### config.mk
export PLATFORM = sky130hd
export DESIGN_NAME = quantize_dequantize_unit_flat
export DESIGN_NICKNAME = d
export VERILOG_FILES = /design/src/hdl/qdu_pkg.sv /design/src/hdl/qdu_in_if.sv /design/src/hdl/qdu_out_if.sv /design/src/hdl/quantize_dequantize_unit.sv /design/src/hdl/qdu_round.sv /design/src/hdl/qdu_code.sv /design/src/flat_wrapper.sv
export SDC_FILE = /design/constraint.sdc
export NUM_CORES = 2
export LEC_CHECK = 0
export BUFFER_PORTS_ARGS = -buffer_cell sky130_fd_sc_hd__buf_2
export CORE_MARGIN = 2
export CORE_UTILIZATION = 58
export CTS_CLUSTER_SIZE = 28
export DETAILED_ROUTE_END_ITERATION = 8
export PLACE_DENSITY = 0.77
export SYNTH_ARGS = -nofsm -noshare
export SYNTH_HDL_FRONTEND = slang
export SYNTH_SLANG_ARGS = --single-unit
### constraint.sdc
create_clock -name i_clk -period 33.5 [get_ports i_clk]
set_input_delay 6.7 -clock i_clk [delete_from_list [all_inputs] [get_ports i_clk]]
set_output_delay 6.7 -clock i_clk [all_outputs]
set_load 0.005 [all_outputs]
### src/hdl/qdu_pkg.sv
// ----------------------------------------------------------------------------
// qdu_pkg
// Shared types and constants of the quantize/dequantize unit.
// ----------------------------------------------------------------------------
`timescale 1ns / 1ps

package qdu_pkg;

    localparam int SIG_W  = 24;
    localparam int PROD_W = 2 * SIG_W;
    localparam int EXP_W  = 10;

    typedef enum logic {
        OP_QUANT   = 1'b0,
        OP_DEQUANT = 1'b1
    } t_opcode;

    typedef enum logic {
        MODE_SYM  = 1'b0,
        MODE_ASYM = 1'b1
    } t_mode;

    typedef enum logic [1:0] {
        CFG_MODE   = 2'd0,
        CFG_SCALE  = 2'd1,
        CFG_RECIP  = 2'd2,
        CFG_OFFSET = 2'd3
    } t_cfg_index;

    localparam logic [31:0] FP_ONE         = 32'h3F80_0000;
    localparam logic [31:0] FP_DEFAULT_NAN = 32'hFFC0_0000;
    localparam logic [31:0] FP_QUIET       = 32'h0040_0000;
    localparam logic [30:0] FP_INF_MAG     = 31'h7F80_0000;

    localparam logic [7:0] SYM_MAX  = 8'h7F;
    localparam logic [7:0] SYM_MIN  = 8'h80;
    localparam logic [7:0] ASYM_MAX = 8'hFF;
    localparam logic [7:0] ASYM_MIN = 8'h00;

    // unnormalized product: value = sig * 2^expo
    typedef struct packed {
        logic                    sign;
        logic [PROD_W-1:0]       sig;
        logic signed [EXP_W-1:0] expo;
    } t_prod;

    typedef struct packed {
        t_mode      mode;
        logic [7:0] offset;
    } t_qcfg;

endpackage

### src/hdl/qdu_in_if.sv
// ----------------------------------------------------------------------------
// qdu_in_if
// Element input channel: valid/ready with opcode, data and last flag.
// ----------------------------------------------------------------------------
`timescale 1ns / 1ps

interface qdu_in_if;
    logic        valid;
    logic        ready;
    logic        opcode;
    logic [31:0] data_in;
    logic        last_in;

    modport source (output valid, opcode, data_in, last_in, input ready);
    modport sink   (input valid, opcode, data_in, last_in, output ready);
endinterface

### src/hdl/qdu_out_if.sv
// ----------------------------------------------------------------------------
// qdu_out_if
// Result channel: valid/ready with data, scale error and last flag.
// ----------------------------------------------------------------------------
`timescale 1ns / 1ps

interface qdu_out_if;
    logic        valid;
    logic        ready;
    logic [31:0] data_out;
    logic        scale_error;
    logic        last_out;

    modport source (output valid, data_out, scale_error, last_out, input ready);
    modport sink   (input valid, data_out, scale_error, last_out, output ready);
endinterface

### src/hdl/quantize_dequantize_unit.sv
// ----------------------------------------------------------------------------
// quantize_dequantize_unit
// Affine int8/uint8 quantize and dequantize of fp32 elements.
// Pipeline: the input transfer loads the unpacked operands, then 24x24
// multiply, normalize/round, and code conversion into the output register.
// Throughput: one element per cycle; the whole pipeline holds on output stall.
// Reset: synchronous active low; clears pipeline valids, loads scale and
// inverse scale with 1.0, symmetric, offset 0.
// ----------------------------------------------------------------------------
`timescale 1ns / 1ps

module quantize_dequantize_unit import qdu_pkg::*; (
    input  logic        i_clk,
    input  logic        i_rst_n,
    input  logic        i_cfg_we,
    input  logic [1:0]  i_cfg_index,
    input  logic [31:0] i_cfg_data,
    qdu_in_if.sink      i_in,
    qdu_out_if.source   o_out
);

    function automatic logic signed [EXP_W-1:0] fp_exp(input logic [7:0] ef);
        logic [7:0] eff;
        eff = (ef == 8'd0) ? 8'd1 : ef;
        return $signed({2'b0, eff}) - 10'sd150;
    endfunction

    // configuration
    t_mode       r_mode;
    logic [31:0] r_scale;
    logic [31:0] r_recip;
    logic [7:0]  r_offset;

    always_ff @(posedge i_clk) begin
        if (!i_rst_n) begin
            r_mode   <= MODE_SYM;
            r_scale  <= FP_ONE;
            r_recip  <= FP_ONE;
            r_offset <= '0;
        end else if (i_cfg_we) begin
            case (t_cfg_index'(i_cfg_index))
                CFG_MODE:   r_mode   <= t_mode'(i_cfg_data[0]);
                CFG_SCALE:  r_scale  <= i_cfg_data;
                CFG_RECIP:  r_recip  <= i_cfg_data;
                CFG_OFFSET: r_offset <= i_cfg_data[7:0];
                default: ;
            endcase
        end
    end

    logic r_out_valid;
    logic en;
    assign en         = !r_out_valid || o_out.ready;
    assign i_in.ready = en;

    // unpack operands
    t_opcode            in_op;
    logic [31:0]        b_bits;
    logic               a_sign, a_nan, a_inf, a_zero;
    logic               b_nan, b_inf, b_zero;
    logic [SIG_W-1:0]   a_sig, b_sig;
    logic signed [EXP_W-1:0] a_exp;
    logic signed [8:0]  dq;
    logic [8:0]         dq_mag;
    logic               p_sign;
    logic               sc_nan;
    logic               n1_err;
    logic               n1_spec;
    logic [31:0]        n1_spec_bits;

    always_comb begin
        in_op  = t_opcode'(i_in.opcode);
        b_bits = (in_op == OP_QUANT) ? r_recip : r_scale;
        dq     = '0;
        dq_mag = '0;
        if (in_op == OP_QUANT) begin
            a_sign = i_in.data_in[31];
            a_nan  = (i_in.data_in[30:23] == 8'hFF) && (i_in.data_in[22:0] != 23'd0);
            a_inf  = (i_in.data_in[30:23] == 8'hFF) && (i_in.data_in[22:0] == 23'd0);
            a_zero = i_in.data_in[30:0] == 31'd0;
            a_sig  = {i_in.data_in[30:23] != 8'd0, i_in.data_in[22:0]};
            a_exp  = fp_exp(i_in.data_in[30:23]);
        end else begin
            if (r_mode == MODE_SYM) begin
                dq = $signed({i_in.data_in[7], i_in.data_in[7:0]});
            end else begin
                dq = $signed({1'b0, i_in.data_in[7:0]} - {1'b0, r_offset});
            end
            dq_mag = dq[8] ? 9'(-dq) : 9'(dq);
            a_sign = dq[8];
            a_nan  = 1'b0;
            a_inf  = 1'b0;
            a_zero = dq == 9'sd0;
            a_sig  = SIG_W'(dq_mag);
            a_exp  = '0;
        end

        b_nan  = (b_bits[30:23] == 8'hFF) && (b_bits[22:0] != 23'd0);
        b_inf  = (b_bits[30:23] == 8'hFF) && (b_bits[22:0] == 23'd0);
        b_zero = b_bits[30:0] == 31'd0;
        b_sig  = {b_bits[30:23] != 8'd0, b_bits[22:0]};
        p_sign = a_sign ^ b_bits[31];

        n1_spec      = 1'b1;
        n1_spec_bits = '0;
        if (a_nan) begin
            n1_spec_bits = i_in.data_in | FP_QUIET;
        end else if (b_nan) begin
            n1_spec_bits = b_bits | FP_QUIET;
        end else if ((a_inf && b_zero) || (a_zero && b_inf)) begin
            n1_spec_bits = FP_DEFAULT_NAN;
        end else if (a_inf || b_inf) begin
            n1_spec_bits = {p_sign, FP_INF_MAG};
        end else if (a_zero || b_zero) begin
            n1_spec_bits = {p_sign, 31'd0};
        end else begin
            n1_spec = 1'b0;
        end

        // scale <= 0 covers both zeros and every negative non-NaN pattern
        sc_nan = (r_scale[30:23] == 8'hFF) && (r_scale[22:0] != 23'd0);
        n1_err = (in_op == OP_QUANT) && !sc_nan
                 && (r_scale[31] || r_scale[30:0] == 31'd0);
    end

    // stage 1: unpacked operands
    logic                    r1_valid;
    t_opcode                 r1_op;
    logic                    r1_last;
    logic                    r1_err;
    logic                    r1_spec;
    logic [31:0]             r1_spec_bits;
    logic                    r1_sign;
    logic [SIG_W-1:0]        r1_sig_a;
    logic [SIG_W-1:0]        r1_sig_b;
    logic signed [EXP_W-1:0] r1_expo;

    // stage 2: raw product
    logic        r2_valid;
    t_opcode     r2_op;
    logic        r2_last;
    logic        r2_err;
    logic        r2_spec;
    logic [31:0] r2_spec_bits;
    t_prod       r2_prod;

    // stage 3: fp32 product
    logic        r3_valid;
    t_opcode     r3_op;
    logic        r3_last;
    logic        r3_err;
    logic [31:0] r3_bits;

    logic [31:0] r_data_out;
    logic        r_scale_error;
    logic        r_last_out;

    logic [31:0] rnd_bits;
    logic [7:0]  q_code;
    logic [31:0] n_data_out;
    t_qcfg       qcfg;

    assign qcfg = '{mode: r_mode, offset: r_offset};

    qdu_round u_round (
        .i_prod (r2_prod),
        .o_bits (rnd_bits)
    );

    qdu_code u_code (
        .i_cfg  (qcfg),
        .i_bits (r3_bits),
        .o_code (q_code)
    );

    always_comb begin
        if (r3_err) begin
            n_data_out = '0;
        end else if (r3_op == OP_QUANT) begin
            n_data_out = {24'd0, q_code};
        end else begin
            n_data_out = r3_bits;
        end
    end

    // control: advance every stage together, hold on output stall
    always_ff @(posedge i_clk) begin
        if (!i_rst_n) begin
            r1_valid    <= 1'b0;
            r2_valid    <= 1'b0;
            r3_valid    <= 1'b0;
            r_out_valid <= 1'b0;
        end else if (en) begin
            r1_valid    <= i_in.valid;
            r2_valid    <= r1_valid;
            r3_valid    <= r2_valid;
            r_out_valid <= r3_valid;
        end
    end

    always_ff @(posedge i_clk) begin
        if (en) begin
            r1_op        <= in_op;
            r1_last      <= i_in.last_in;
            r1_err       <= n1_err;
            r1_spec      <= n1_spec;
            r1_spec_bits <= n1_spec_bits;
            r1_sign      <= p_sign;
            r1_sig_a     <= a_sig;
            r1_sig_b     <= b_sig;
            r1_expo      <= a_exp + fp_exp(b_bits[30:23]);

            r2_op        <= r1_op;
            r2_last      <= r1_last;
            r2_err       <= r1_err;
            r2_spec      <= r1_spec;
            r2_spec_bits <= r1_spec_bits;
            r2_prod.sign <= r1_sign;
            r2_prod.sig  <= r1_sig_a * r1_sig_b;
            r2_prod.expo <= r1_expo;

            r3_op        <= r2_op;
            r3_last      <= r2_last;
            r3_err       <= r2_err;
            r3_bits      <= r2_spec ? r2_spec_bits : rnd_bits;

            r_data_out    <= n_data_out;
            r_scale_error <= r3_err;
            r_last_out    <= r3_last;
        end
    end

    assign o_out.valid       = r_out_valid;
    assign o_out.data_out    = r_data_out;
    assign o_out.scale_error = r_scale_error;
    assign o_out.last_out    = r_last_out;

endmodule

### src/hdl/qdu_round.sv
// ----------------------------------------------------------------------------
// qdu_round
// Normalizes a raw significand product and rounds it to fp32, nearest even,
// with subnormal results and overflow to infinity.
// ----------------------------------------------------------------------------
`timescale 1ns / 1ps

module qdu_round import qdu_pkg::*; (
    input  t_prod       i_prod,
    output logic [31:0] o_bits
);

    logic [5:0]        msb;
    logic [5:0]        lsh;
    logic [PROD_W-1:0] norm;
    logic signed [10:0] biased;
    logic [8:0]        be_m1;
    logic [7:0]        rsh;
    logic [PROD_W-1:0] lost_mask;
    logic [PROD_W-1:0] shifted;
    logic              lost;
    logic [23:0]       mant;
    logic              guard;
    logic              sticky;
    logic              inc;
    logic [24:0]       rnd;
    logic [32:0]       big;

    always_comb begin
        msb = '0;
        for (int i = 0; i < PROD_W; i++) begin
            if (i_prod.sig[i]) begin
                msb = 6'(i);
            end
        end
        lsh    = 6'(PROD_W - 1) - msb;
        norm   = i_prod.sig << lsh;
        biased = $signed({5'b0, msb}) + 11'(i_prod.expo) + 11'sd127;

        // below the normal range, shift further right into the subnormal grid
        if (biased >= 11'sd1) begin
            be_m1 = 9'(biased - 11'sd1);
            rsh   = '0;
        end else begin
            be_m1 = '0;
            rsh   = 8'(11'sd1 - biased);
        end

        lost_mask = '0;
        if (rsh >= 8'(PROD_W)) begin
            shifted = '0;
            lost    = |norm;
        end else begin
            lost_mask = (PROD_W'(1) << rsh) - PROD_W'(1);
            shifted   = norm >> rsh;
            lost      = |(norm & lost_mask);
        end

        mant   = shifted[PROD_W-1 -: 24];
        guard  = shifted[PROD_W-25];
        sticky = (|shifted[PROD_W-26:0]) | lost;
        inc    = guard & (sticky | mant[0]);
        rnd    = {1'b0, mant} + 25'(inc);

        // hidden bit carries into the exponent field on its own
        big = 33'({be_m1, 23'b0}) + 33'(rnd);
        if (big >= 33'(FP_INF_MAG)) begin
            o_bits = {i_prod.sign, FP_INF_MAG};
        end else begin
            o_bits = {i_prod.sign, big[30:0]};
        end
    end

endmodule

### src/hdl/qdu_code.sv
// ----------------------------------------------------------------------------
// qdu_code
// Turns an fp32 product into an 8-bit code: optional zero point add with
// fp32 rounding, round half away from zero, saturation, NaN to low bound.
// ----------------------------------------------------------------------------
`timescale 1ns / 1ps

module qdu_code import qdu_pkg::*; (
    input  t_qcfg       i_cfg,
    input  logic [31:0] i_bits,
    output logic [7:0]  o_code
);

    logic [7:0]         ef;
    logic [7:0]         ef_eff;
    logic [23:0]        mant;
    logic               sign;
    logic               is_nan;
    logic               is_big;
    logic [3:0]         ls;
    logic [6:0]         rs;
    logic [23:0]        st_mask;
    logic [35:0]        qt;
    logic               q_st;
    logic [36:0]        mag_sum;
    logic [9:0]         mag;
    logic [7:0]         code_sym;
    logic signed [37:0] zp_fix;
    logic signed [37:0] s_fix;
    logic signed [37:0] x_fix;
    logic [9:0]         ipart;
    logic [3:0]         imsb;
    logic [37:0]        bias;
    logic [10:0]        cv;
    logic [7:0]         code_asym;

    always_comb begin
        ef      = i_bits[30:23];
        ef_eff  = (ef == 8'd0) ? 8'd1 : ef;
        mant    = {ef != 8'd0, i_bits[22:0]};
        sign    = i_bits[31];
        is_nan  = (ef == 8'hFF) && (i_bits[22:0] != 23'd0);
        is_big  = ef >= 8'd136;

        // magnitude as fixed point with 27 fraction bits plus sticky
        ls      = '0;
        rs      = '0;
        st_mask = '0;
        qt      = '0;
        q_st    = 1'b0;
        if (!is_big) begin
            if (ef >= 8'd123) begin
                ls = 4'(ef - 8'd123);
                qt = 36'(mant) << ls;
            end else begin
                rs = 7'(8'd123 - ef_eff);
                if (rs >= 7'd24) begin
                    q_st = |mant;
                end else begin
                    st_mask = (24'd1 << rs) - 24'd1;
                    qt      = 36'(mant >> rs);
                    q_st    = |(mant & st_mask);
                end
            end
        end

        // symmetric: product rounded directly
        mag_sum = 37'(qt) + (37'd1 << 26);
        mag     = mag_sum[36:27];
        if (is_nan) begin
            code_sym = SYM_MIN;
        end else if (sign) begin
            code_sym = (is_big || mag >= 10'd128) ? SYM_MIN : 8'(10'd0 - mag);
        end else begin
            code_sym = (is_big || mag >= 10'd127) ? SYM_MAX : mag[7:0];
        end

        // asymmetric: exact sum, biased by half an ulp of its binade so the
        // fp32 rounding of the sum is folded into the code threshold
        zp_fix = $signed({3'b0, i_cfg.offset, 27'b0});
        if (sign) begin
            s_fix = zp_fix - $signed({2'b0, qt}) - 38'(q_st);
        end else begin
            s_fix = zp_fix + $signed({2'b0, qt});
        end
        ipart = s_fix[36:27];
        imsb  = '0;
        for (int i = 0; i < 10; i++) begin
            if (ipart[i]) begin
                imsb = 4'(i);
            end
        end
        bias  = (ipart == 10'd0) ? 38'd2 : (38'd1 << (imsb + 4'd3));
        x_fix = s_fix + $signed(38'd1 << 26) + $signed(bias);
        cv    = x_fix[37:27];
        if (is_nan || (is_big && sign) || s_fix < 0) begin
            code_asym = ASYM_MIN;
        end else if (is_big || cv >= 11'd255) begin
            code_asym = ASYM_MAX;
        end else begin
            code_asym = cv[7:0];
        end

        o_code = (i_cfg.mode == MODE_ASYM) ? code_asym : code_sym;
    end

endmodule

### src/flat_wrapper.sv
// flat-port wrapper written by rule: the top's interface ports become plain ports
module quantize_dequantize_unit_flat import qdu_pkg::*;
  (i_clk, i_rst_n, i_cfg_we, i_cfg_index, i_cfg_data, i_in_valid, i_in_opcode, i_in_data_in, i_in_last_in, i_in_ready, o_out_valid, o_out_data_out, o_out_scale_error, o_out_last_out, o_out_ready);
  qdu_in_if i_in_i ();
  qdu_out_if o_out_i ();
  input  logic i_clk;
  input  logic i_rst_n;
  input  logic i_cfg_we;
  input  logic [1:0] i_cfg_index;
  input  logic [31:0] i_cfg_data;
  input wire logic [$bits(i_in_i.valid)-1:0] i_in_valid;
  input wire logic [$bits(i_in_i.opcode)-1:0] i_in_opcode;
  input wire logic [$bits(i_in_i.data_in)-1:0] i_in_data_in;
  input wire logic [$bits(i_in_i.last_in)-1:0] i_in_last_in;
  output wire logic [$bits(i_in_i.ready)-1:0] i_in_ready;
  output wire logic [$bits(o_out_i.valid)-1:0] o_out_valid;
  output wire logic [$bits(o_out_i.data_out)-1:0] o_out_data_out;
  output wire logic [$bits(o_out_i.scale_error)-1:0] o_out_scale_error;
  output wire logic [$bits(o_out_i.last_out)-1:0] o_out_last_out;
  input wire logic [$bits(o_out_i.ready)-1:0] o_out_ready;
  assign i_in_i.valid = i_in_valid;
  assign i_in_i.opcode = i_in_opcode;
  assign i_in_i.data_in = i_in_data_in;
  assign i_in_i.last_in = i_in_last_in;
  assign i_in_ready = i_in_i.ready;
  assign o_out_valid = o_out_i.valid;
  assign o_out_data_out = o_out_i.data_out;
  assign o_out_scale_error = o_out_i.scale_error;
  assign o_out_last_out = o_out_i.last_out;
  assign o_out_i.ready = o_out_ready;
  quantize_dequantize_unit u_core (.i_clk(i_clk), .i_rst_n(i_rst_n), .i_cfg_we(i_cfg_we), .i_cfg_index(i_cfg_index), .i_cfg_data(i_cfg_data), .i_in(i_in_i), .o_out(o_out_i));
endmodule
==> impl_metrics.csv <==
group,metric,value,unit
min_path,hold_class,"flop to flop",
clock_network,cts.sinks,336,
global_route,grt_first_pass_wirelength,267,mm
pwr,peakVddDrop,0.0848,mV
logic_synthesis,synth_top_cell_area_share,19.3,%
finish,layout.nets,6791,
clock_network,cts_made_buffers,40,
global_route,grtUsageTotal,38.2,%
detailed_routing,m1WireLength,68.5,mm
finish,fill_cells,7545,
clock_network,cts_resized,0,
detailed_routing,wl_met2,80.0,mm
sta,hold_violations,0,
status,outcome,"complete, no violations",
logic_synthesis,postSynthCellCount,6053,
pwr,p_per_area,93.3,mW/mm²
setup_path,crit_path_end_kind,"primary output",
global_route,antenna_found_initial,9,
sta,finalSetupTns,0,ns
finish,layout-drive-gt1-share,7.83,%
detailed_routing,wl_met3,17.7,mm
logic_synthesis,yosys.area.top_type,"fa_1",
logic_synthesis,synth-edff-count,259,
placement,io_buffers,108,
die,dieArea,0.0894,mm²
logic_synthesis,async_reset_ff_share,0,%
setup_path,regToRegSetupSlack,19.28,ns
clock_network,clk_path_buf_depth,3,
min_path,hold_depth,0,
global_route,grt_pass1_vias,45328,
placement,gp_congestion,1.02,
logic_synthesis,synth_flop_cell,"edfxtp_1",
logic_synthesis,synth_common_cells,"849 x nand2_1, 610 x inv_1, 486 x fa_1",
finish,fin_util,61.8,%
clock_network,cts_tree,"done",
die,ios,109,
clock_network,cts_root_buf,"clkbuf_16",
die,dieWidth,299,µm
clock_network,clk_latency,0.63,ns
job,cap_violations,0,
finish,regArea,0.00932,mm²
global_route,grt-ovfl-total,0,
sta,worst_pin_slew,1.31,ns
detailed_routing,num_vias,47353,
logic_synthesis,synth_cell_types,117,
setup_path,path_class,"primary input to primary output",
die,start_util,58.4,%
sta,fmax,69.9,MHz
setup_path,worst_ep_arrival_time,7.60,ns
clock_network,htreeDepth,2,
logic_synthesis,ys_seq_area_share,18.5,%
detailed_routing,viasPerCell,6.62,
sta,period_needed,14.30,ns
detailed_routing,drtPass1Iterations,9,
min_path,min_from,"u_core.r1_spec_bits[22]",
clock_network,post-cts-setup-buffer-count,0,
global_route,grt_start_max_net_pins,168,
placement,dp_hpwl,132,mm
detailed_routing,wirelength,174,mm
setup_path,rr_endpoint,"u_core.o_out.data_out[7]",
sta,slew_headroom,10.4,%
detailed_routing,drt_iter0_drc,6127,
logic_synthesis,yosysMostFrequentCell,"nand2_1",
detailed_routing,drc,0,
sta,drv_slew,0,
finish,multi_input_area,0.0374,mm²
detailed_routing,top_layer,"met5",
logic_synthesis,ys_seq_elements,336,
min_path,hold_end,"u_core.r2_spec_bits[22]",
sta,rsz0062_at_grt,"false",
setup_path,cp-start-kind,"primary input",
die,core,0.0865,mm²
setup_path,rr_startpoint,"u_core.r3_bits[25]",
logic_synthesis,avgSynthCellArea,8.34,µm²
logic_synthesis,synth_top_cells_by_area,"fa_1 19%, edfxtp_1 15%, ha_1 6.8%",
finish,areaGrowthSynthToFinish,5.85,%
setup_path,worstPathRequired,26.80,ns
setup_path,cp_max_fo,34,
pwr,power_leakage,0.0228,µW
sta,period_share,42.7,%
clock_network,path_clk_slew,0.06,ns
sta,skew,0.0648,ns
clock_network,cts_hold_buf,0,
logic_synthesis,syn_area,0.0505,mm²
detailed_routing,postRouteAntennaNets,0,
logic_synthesis,synth_warnings,0,
die,fp-row-count,108,
setup_path,rr_worst_depth,52,
detailed_routing,wl_per_cell,24.4,µm
die,die-height,299,µm
sta,finalSetupViolations,0,
==> critical path, stage by stage <==
cell and delay, ns:
buf_2 0.07, nand2b_4 0.48, buf_2 0.28
==> cells by family (layout without fill, tap and decap cells) <==
logic type	after synthesis	in the layout	synth area share (%)
mux	215	215	5.02
xor+xnor	195	195	3.40
other cells	1	10	0.00743
simple gates	2251	2251	21.6
fa+ha+maj	762	762	26.1
flops	336	336	18.5
buf+inv	988	919	7.54
compound gates	1305	1305	17.8
==> registers in the layout, summed over array words and instances (netlist names), 8 cells and up <==
| signal | flops |
|---|---|
| u_core.r2_spec_bits | 32 |
| u_core.o_out.data_out | 32 |
| u_core.r2_prod | 59 |
| u_core.r1_expo | 10 |
| u_core.r3_bits | 32 |
| u_core.r_recip | 32 |
| u_core.r1_sig_b | 24 |
| u_core.r1_sig_a | 24 |
| u_core.r1_spec_bits | 32 |
| u_core.r_offset | 8 |
| u_core.r_scale | 32 |
==> worst max-delay path by stage <==
stage	from	endpoint	slack, ns
after floorplan	o_out_ready	i_in_ready	12.82
after detailed placement	o_out_ready	i_in_ready	19.16
after global routing	u_core.r3_bits[25]	u_core.o_out.data_out[7]	18.52
after CTS	o_out_ready	i_in_ready	19.16
final	o_out_ready	i_in_ready	19.20
after global placement	o_out_ready	i_in_ready	19.17
==> layer usage <==
layer	vias up	global-route usage (%)
met2	2898	61.0
met1	22973	51.9
met3	582	6.25
li1	20892	-
met4	8	15.5
met5	-	0
==> per-stage QoR <==
step / hold slack, ns / instance area, µm² / setup WS, ns / cells / power [µW]
6_report: 0.406 / 53400 / 19.20 / 7148 / 4980
4_1_cts: 0.408 / 53400 / 19.16 / 7142 / 4850
2_1_floorplan: 0.400 / 50500 / 12.82 / 6056 / 3300
3_5_place_dp: 0.405 / 52000 / 19.16 / 7069 / 4360
3_3_place_gp: 0.401 / 52000 / 19.17 / 7069 / 4340
5_1_grt: 0.415 / 53400 / 18.52 / 7143 / 5290
==> placed cells by master, fill, tap and decap left out, types with 65 or more instances in the layout <==
master    netlist  layout
fa_1          486     486
o211ai_1       70      70
dfxtp_1        77      77
xnor2_1       124     124
and2_1        307     307
nor4_1         66      65
nand3_1       174     174
nor2_1        358     354
edfxtp_1      259     259
nand2_1       849     849
a21boi_0       65      65
buf_4           7     120
buf_2          52     108
inv_1         610     610
ha_1          276     276
o21ai_0       217     216
mux2i_1       138     137
a21oi_1       273     272
nor3_1        126     126
xor2_1         70      69
==> power breakdown <==
part / switching, µW / internal [µW]
Sequential: 137 / 547
Combinational: 2500 / 1320
Clock: 195 / 278
==> area by class of cell <==
| cell class | count | share of cell area (%) |
|---|---|---|
| diodes | 6 | 0.0281 |
| clock buffers | 52 | 2.07 |
| clock inverters | 21 | 0.623 |
| inverters | 617 | 4.33 |
| multi-input cells | 4732 | 70.1 |
| flip-flops and latches | 336 | 17.4 |
| well taps | 1155 | 2.70 |
| repair buffers | 229 | 2.73 |
Power figures use the tool's default switching activity.
